===== src/rtl/core/nrf_pkg.sv =====
package nrf_pkg;

  localparam int CACHE_DEPTH = 256;
  localparam int NONCE_BYTES = 16;

  localparam int WORD_W = 64;
  localparam int ADDR_W = $clog2(CACHE_DEPTH);
  localparam int CNT_W  = $clog2(CACHE_DEPTH + 1);

  localparam logic [WORD_W-1:0] NONCE_MASK_LO =
    (NONCE_BYTES >= 8) ? {WORD_W{1'b1}} :
    ((WORD_W'(1) << (8 * NONCE_BYTES)) - WORD_W'(1));

  localparam logic [WORD_W-1:0] NONCE_MASK_HI =
    (NONCE_BYTES <= 8)  ? {WORD_W{1'b0}} :
    (NONCE_BYTES >= 16) ? {WORD_W{1'b1}} :
    ((WORD_W'(1) << (8 * (NONCE_BYTES - 8))) - WORD_W'(1));

  typedef struct packed {
    logic [WORD_W-1:0] nonce_lo;
    logic [WORD_W-1:0] nonce_hi;
    logic [WORD_W-1:0] id_lo;
    logic [WORD_W-1:0] id_hi;
  } tag_t;

  typedef struct packed {
    logic              rd_en;
    logic [ADDR_W-1:0] rd_addr;
    logic              wr_en;
    logic [ADDR_W-1:0] wr_addr;
    tag_t              wr_data;
  } ram_req_t;

endpackage


===== src/rtl/core/nrf_ctrl.sv =====
module nrf_ctrl (
  input  logic              clk,
  input  logic              rst_n,
  input  logic              in_valid,
  output logic              in_ready,
  input  nrf_pkg::tag_t     in_tag,
  output logic              out_valid,
  input  logic              out_ready,
  output logic              out_novel,
  output nrf_pkg::ram_req_t ram_req,
  input  nrf_pkg::tag_t     rd_data
);

  typedef enum logic [1:0] {ST_IDLE, ST_SCAN, ST_WRITE, ST_RESULT} state_t;

  state_t                      state_r, state_nxt;
  nrf_pkg::tag_t               tag_r, tag_nxt;
  logic [nrf_pkg::CNT_W-1:0]   idx_r, idx_nxt;
  logic [nrf_pkg::CNT_W-1:0]   fill_r, fill_nxt;
  logic [nrf_pkg::ADDR_W-1:0]  head_r, head_nxt;
  logic                        rd_pend_r, rd_pend_nxt;
  logic                        res_r, res_nxt;
  logic                        out_valid_r, out_valid_nxt;
  logic                        out_novel_r, out_novel_nxt;
  logic                        rd_en;
  logic                        hit;

  assign in_ready  = (state_r == ST_IDLE);
  assign out_valid = out_valid_r;
  assign out_novel = out_novel_r;

  assign rd_en = (state_r == ST_SCAN) && (idx_r < fill_r);
  assign hit   = rd_pend_r && (rd_data == tag_r);

  always_comb begin
    ram_req         = '0;
    ram_req.rd_en   = rd_en;
    ram_req.rd_addr = idx_r[nrf_pkg::ADDR_W-1:0];
    ram_req.wr_en   = (state_r == ST_WRITE);
    ram_req.wr_addr = head_r;
    ram_req.wr_data = tag_r;
  end

  always_comb begin
    state_nxt     = state_r;
    tag_nxt       = tag_r;
    idx_nxt       = idx_r;
    fill_nxt      = fill_r;
    head_nxt      = head_r;
    rd_pend_nxt   = 1'b0;
    res_nxt       = res_r;
    out_valid_nxt = out_valid_r;
    out_novel_nxt = out_novel_r;

    if (out_valid_r && out_ready) begin
      out_valid_nxt = 1'b0;
    end

    unique case (state_r)
      ST_IDLE: begin
        if (in_valid) begin
          tag_nxt          = in_tag;
          tag_nxt.nonce_hi = in_tag.nonce_hi & nrf_pkg::NONCE_MASK_HI;
          tag_nxt.nonce_lo = in_tag.nonce_lo & nrf_pkg::NONCE_MASK_LO;
          idx_nxt          = '0;
          state_nxt        = ST_SCAN;
        end
      end
      ST_SCAN: begin
        if (hit) begin
          res_nxt   = 1'b0;
          state_nxt = ST_RESULT;
        end else if (!rd_en && !rd_pend_r) begin
          state_nxt = ST_WRITE;
        end else begin
          rd_pend_nxt = rd_en;
          if (rd_en) begin
            idx_nxt = idx_r + nrf_pkg::CNT_W'(1);
          end
        end
      end
      ST_WRITE: begin
        if (head_r == nrf_pkg::ADDR_W'(nrf_pkg::CACHE_DEPTH - 1)) begin
          head_nxt = '0;
        end else begin
          head_nxt = head_r + nrf_pkg::ADDR_W'(1);
        end
        if (fill_r != nrf_pkg::CNT_W'(nrf_pkg::CACHE_DEPTH)) begin
          fill_nxt = fill_r + nrf_pkg::CNT_W'(1);
        end
        res_nxt   = 1'b1;
        state_nxt = ST_RESULT;
      end
      ST_RESULT: begin
        if (!out_valid_r || out_ready) begin
          out_valid_nxt = 1'b1;
          out_novel_nxt = res_r;
          state_nxt     = ST_IDLE;
        end
      end
      default: state_nxt = ST_IDLE;
    endcase
  end

  always_ff @(posedge clk) begin
    tag_r       <= tag_nxt;
    idx_r       <= idx_nxt;
    res_r       <= res_nxt;
    out_novel_r <= out_novel_nxt;
    if (!rst_n) begin
      state_r     <= ST_IDLE;
      fill_r      <= '0;
      head_r      <= '0;
      rd_pend_r   <= 1'b0;
      out_valid_r <= 1'b0;
    end else begin
      state_r     <= state_nxt;
      fill_r      <= fill_nxt;
      head_r      <= head_nxt;
      rd_pend_r   <= rd_pend_nxt;
      out_valid_r <= out_valid_nxt;
    end
  end

endmodule


===== config.mk =====
export PLATFORM = sky130hd
export DESIGN_NAME = nrf_ctrl
export DESIGN_NICKNAME = d
export VERILOG_FILES = /design/src/rtl/core/nrf_pkg.sv /design/src/rtl/core/nrf_ctrl.sv
export SDC_FILE = /design/constraint.sdc
export NUM_CORES = 1
export LEC_CHECK = 0
export BUFFER_PORTS_ARGS = -buffer_cell sky130_fd_sc_hd__buf_4
export CORE_AREA = 2 2 311 313
export DETAILED_ROUTE_END_ITERATION = 10
export DIE_AREA = 0 0 313 315
export HOLD_SLACK_MARGIN = 0.05
export PLACE_DENSITY_LB_ADDON = 0.12
export RECOVER_POWER = 25
export SLEW_MARGIN = 10
export SYNTH_ARGS = -nofsm -noshare
export SYNTH_HDL_FRONTEND = slang
export SYNTH_SLANG_ARGS = --single-unit

===== constraint.sdc =====
create_clock -name clk -period 16.7 [get_ports clk]
set_clock_uncertainty 0.15 [all_clocks]
set_input_delay 2.505 -clock clk [delete_from_list [all_inputs] [get_ports clk]]
set_output_delay 2.505 -clock clk [all_outputs]
set_load 0.02 [all_outputs]

# Word-level counts from Yosys, hierarchy flattened
# Index checks and enable logic that the tools add are counted.
dict set report word_totals {
  regBits 288
  inputBits 516
  romBits 0
  wordCells 65
  output_inout_bits 277
  ramBits 0
  latchBits 0
  mem_count 0
}
dict set report op_classes {
  eq_ne 13
  mul 0
  n_addsub 3
  mux 16
  n_shift 0
  n_div 0
  bitwise_logic 2
  order_cmp 1
  reduce_logical 18
}
# op count
set op_table {}
lappend op_table {{256-bit == test} 1}
lappend op_table {{9-bit 2-to-1 mux} 4}
lappend op_table {{9-bit by 1-bit adder with 9-bit output (second input constant)} 2}
lappend op_table {{9-bit case mux with 2 select lines} 1}
lappend op_table {{2-bit inequality test (second input constant)} 6}
lappend op_table {{9-bit < comparator} 1}
lappend op_table {{9-bit inequality test (second input constant)} 1}
lappend op_table {{8-bit by 1-bit adder with 8-bit output (second input constant)} 1}
lappend op_table {{8-bit == test (second input constant)} 1}
lappend op_table {{2-bit 2-to-1 mux} 4}
lappend op_table {{8-bit 2-to-1 mux} 1}
lappend op_table {{2-bit case mux with 4 select lines} 1}
lappend op_table {{2-bit AND reduction} 4}
lappend op_table {{5-bit AND reduction} 1}
lappend op_table {{2-bit == test (second input constant)} 2}
lappend op_table {{1-bit logical AND} 4}
lappend op_table {{1-bit 2-to-1 mux} 4}
lappend op_table {{2-bit nonzero test} 2}
lappend op_table {{4-bit OR reduction} 1}
lappend op_table {{1-bit zero test} 3}
lappend op_table {{3-bit by 2-bit inequality test with 1-bit output (second input constant)} 1}
lappend op_table {{3-bit AND reduction} 1}
lappend op_table {{2-bit by 1-bit == test with 1-bit output (second input constant)} 1}
lappend op_table {{2-bit zero test} 1}
lappend op_table {{other kinds (3)} 4}

# Depth between registers and ports, before layout
dict set report depth {
  word_depth 7
  ltp_mapped 10
  ltp_nobuf 10
}

# Worst setup path before layout
# Ideal clock, no wire load.
dict set report synth_path {
  path_type {in2reg}
  start {in in_valid}
  end {reg tag_r, in the netlist ram_req[0], enable pin}
  n_path_buf 0
  slack_ns 7.631
  arrival_time_ns 8.270
  required_time_ns 15.901
  setup_time_ns 0.649
  cell_stages 1
  path_cell_list {and2_1}
}
dict set report synth_between {
  elab_chain_cells 1
}
# element line
set synth_rtl {}
lappend synth_rtl {{start: declaration} nrf_ctrl.sv:4} ;# input logic in_valid,
lappend synth_rtl {{2-bit AND reduction (no line)} n/a}
lappend synth_rtl {{end signal: assignment} nrf_ctrl.sv:106} ;# tag_r <= tag_nxt;
lappend synth_rtl {{end: declaration} nrf_ctrl.sv:17} ;# nrf_pkg::tag_t tag_r, tag_nxt;
# Every way passes these cells.
# A chain may end at the register's enable or synchronous reset.

# Final worst setup path
dict set report layout_path {
  start {in rd_data[238] in the netlist's numbering}
  end {reg idx_r[6] in the netlist's numbering, enable pin}
}
dict set report layout_between {
  elab_chain_cells 4
}
# element line
set layout_rtl {}
lappend layout_rtl {{start: declaration} nrf_ctrl.sv:11} ;# input nrf_pkg::tag_t rd_data
lappend layout_rtl {{256-bit == test} nrf_ctrl.sv:33} ;# assign hit = rd_pend_r && (rd_data == tag_r);
lappend layout_rtl {{1-bit logical AND} nrf_ctrl.sv:33}
lappend layout_rtl {{2-bit inequality test (no line)} n/a}
lappend layout_rtl {{5-bit AND reduction (no line)} n/a}
lappend layout_rtl {{end signal: assignment} nrf_ctrl.sv:107} ;# idx_r <= idx_nxt;
lappend layout_rtl {{end: declaration} nrf_ctrl.sv:18} ;# logic [nrf_pkg::CNT_W-1:0] idx_r, idx_nxt;
# Every way passes these cells.

==> results.json <==
{
  "reg2reg_to": "idx_r[6]",
  "detail_route.vias_per_cell": 3.53,
  "synth_area_um2": 12900,
  "cts.root.buffer_cell": "clkbuf_16",
  "cts_tree": "done",
  "fp.dieH_um": 315,
  "initial_core_util": 0.134,
  "reg2reg_from": "ram_req[238]",
  "synth_area_leaders": "edfxtp_1 (62%), xnor2_1 (10%), nor2b_1 (3.5%)",
  "hold_violations": 0,
  "synth_top_cell_by_area": "edfxtp_1",
  "vias": 10800,
  "gp_congestion": 0.829,
  "area_growth_pct": 68.9,
  "synth_xor_area_frac": 0.110,
  "grt_max_degree": 153,
  "crit_type": "in2reg",
  "fmax_mhz": 189,
  "cp.required_ns": 16.79,
  "grtUsageTotal": 0.142,
  "drv_slew": 0,
  "p_leak_nw": 8.73,
  "ant_nets": 0,
  "cell_internal_pwr_mw": 2.02,
  "sequentialPowerShare": 0.380,
  "routedWlPerCell_um": 23.7,
  "async_flop_share": 0,
  "min_period_ns": 5.30,
  "cts_buffer_depth": 3,
  "cts_setup_buffers": 0,
  "powerDensity_nw_per_um2": 145,
  "synthCells": 929,
  "die_area_um2": 98600,
  "reg2reg_depth": 8,
  "clock_latency_ns": 0.60,
  "synth_adder_area_share": 0.0156,
  "dr.pass1.iters": 4,
  "synth-seq-area-share": 0.656,
  "muxShareOfSynthArea": 0.000778,
  "hpwl_um": 62000,
  "crit_start": "rd_data[238]",
  "grt_pass1_vias": 11800,
  "drt_iter0_drc": 483,
  "worstMarginPinSlew_ns": 1.23,
  "placed_cells": 2988,
  "synth-simple-area-share": 0.119,
  "clk_pin_slew_ns": 0.05,
  "power_frac_clock": 0.291,
  "fin_cells": 3064,
  "fin_crit_sh": 0.317,
  "cp-end-kind": "register",
  "rsz0062_at_grt": "no",
  "min_path_type": "reg2reg",
  "critPathMaxFanout": 9,
  "pin_count": 793,
  "status": "completed",
  "ys_ff_latch": 288,
  "rrSetupSlack_ns": 12.97,
  "setup_viol": 0,
  "layout-drive-gt1-share": 0.485,
  "synth_top_family_by_area": "simple AND/OR/NAND/NOR gates",
  "synth_nets": 1461,
  "p_switching_mw": 1.13,
  "synth_compound_area_frac": 0.0674,
  "fp.dieW_um": 313,
  "synth_flop_cell": "edfxtp_1",
  "fill_cells": 10300,
  "cap_violations": 0,
  "start_kind": "input pin",
  "arrival_ns": 5.38,
  "cts_hold_buf": 0,
  "synth_top_area_frac": 0.623,
  "maxSlewHeadroom": 0.175,
  "cts_buffers": 42,
  "grt_pass1_wl_um": 95400,
  "ir_drop_mv": 0.0685,
  "nets": 2288,
  "grt-ovfl-total": 0,
  "drc": 0,
  "pwr-share-comb": 0.329,
  "h-tree-depth": 2,
  "cts.sinks": 288,
  "crit_path_end": "idx_r[6]",
  "syn_avg_cell_area_um2": 13.9,
  "antenna_found_initial": 10,
  "synthDistinctLibCells": 45,
  "switching_share": 0.359,
  "std_cell_rows": 114,
  "fin_tns_setup_ns": 0,
  "core-area_um2": 95700,
  "yosysWarningCount": 0,
  "io_buffers": 792,
  "cts_resized": 0,
  "synth_edf_count": 267,
  "wirelength_um": 72500
}
-- cells in the mapped netlist (3+ instances only) --
master and count:
a2111o_1 22, a21boi_0 3, a21oi_1 10, a22o_1 3, a22oi_1 5, and2_1 9, buf_4 10, clkbuf_1 3
dfxtp_1 21, edfxtp_1 267, ha_1 16, inv_1 89, nand2_1 14, nand2b_1 36, nand3_1 7, nand4_1 51
nor2_1 22, nor2b_1 71, nor4_1 23, o2111ai_1 12, o21ai_0 8, o21ai_1 3, o221ai_1 4, o22ai_1 25
o2bb2ai_1 5, or3_1 6, xnor2_1 149, xor2_1 12
-- area by class of cell --
cell class | count | area [µm²] | share of cell area
flip-flops and latches | 288 | 8440 | 0.388
repair buffers | 796 | 5980 | 0.275
multi-input cells | 539 | 4020 | 0.185
well taps | 1276 | 1600 | 0.0734
clock buffers | 53 | 1140 | 0.0526
inverters | 89 | 334 | 0.0154
clock inverters | 18 | 219 | 0.0101
diodes | 5 | 12.5 | 0.000575
-- per-layer routing --
metal,up-vias,track usage,share of wire
li1,5084,-,-
met1,5199,0.159,0.38
met5,-,0,0.00017
met4,2,0.0420,0.022
met3,81,0.0467,0.078
met2,438,0.254,0.52
-- critical path, stage by stage --
cell and delay [ns]:
buf_4 0.11, xnor2_1 0.13, nand4_1 0.12, nor4_1 1.04
nand4_1 0.51, nor4_4 0.48, nand2_1 0.10, nand2_1 0.10
a21boi_1 0.26
-- how the worst min path moves through the flow --
| stage | cells after the start | startpoint | slack, ns | to |
|---|---|---|---|---|
| 6_report | 0 | res_r | 0.27 | out_novel |
| 3_3_place_gp | 0 | res_r | 0.26 | out_novel |
| 2_1_floorplan | 0 | res_r | 0.25 | out_novel |
| 5_1_grt | 0 | res_r | 0.30 | out_novel |
| 4_1_cts | 0 | res_r | 0.28 | out_novel |
| 3_5_place_dp | 0 | res_r | 0.27 | out_novel |
-- flip-flops by register name, summed over array words and instances (netlist names) --
register and cells:
rd_pend_r 1, state_r 2, res_r 1, ram_req 256, idx_r 9, out_novel 1
fill_r 9, out_valid 1, head_r 8
-- power by group through the flow --
stage / sequential [mW] / clock [mW] / combinational, mW
after global routing: 1.22 / 0.973 / 1.11
after detailed placement: 1.21 / 0 / 1.06
after floorplan: 1.39 / 0 / 0.302
after global placement: 1.21 / 0 / 1.07
final: 1.20 / 0.915 / 1.03
after CTS: 1.20 / 0.955 / 1.07
-- metrics by stage --
step                       util  total power, mW  area [µm²]  setup WS (ns)  hold slack, ns
after floorplan               -             1.69       12900           7.63           0.250
after global placement    0.213             2.28       20400          10.66           0.259
after detailed placement  0.213             2.28       20400          10.74           0.268
after CTS                 0.227             3.22       21700          11.37           0.280
after global routing      0.227             3.30       21700          11.25           0.296
final                     0.227             3.14       21700          11.40           0.275
-- placed cells by master (no fill, tap or decap), types with 16 or more instances in the layout --
cell type and n:
buf_4 597, edfxtp_1 267, clkbuf_4 197, xnor2_1 149, inv_1 89, nor2b_1 71
nand4_1 51, clkbuf_16 43, nand2b_1 36, o22ai_1 25, nor4_1 23, nor2_1 22
a2111o_1 22, dfxtp_1 21, ha_1 16
-- logic make-up (layout without fill, tap and decap cells) --
group	count (synthesis)	after routing
AO/OA/AOI/OAI	110	110
XOR/XNOR	161	161
adder cells (fa/ha/maj)	16	16
buffers and inverters	102	956
flip-flops	288	288
multiplexers	1	1
other	0	5
AND/OR/NAND/NOR	251	251
Power figures use the tool's default switching activity.
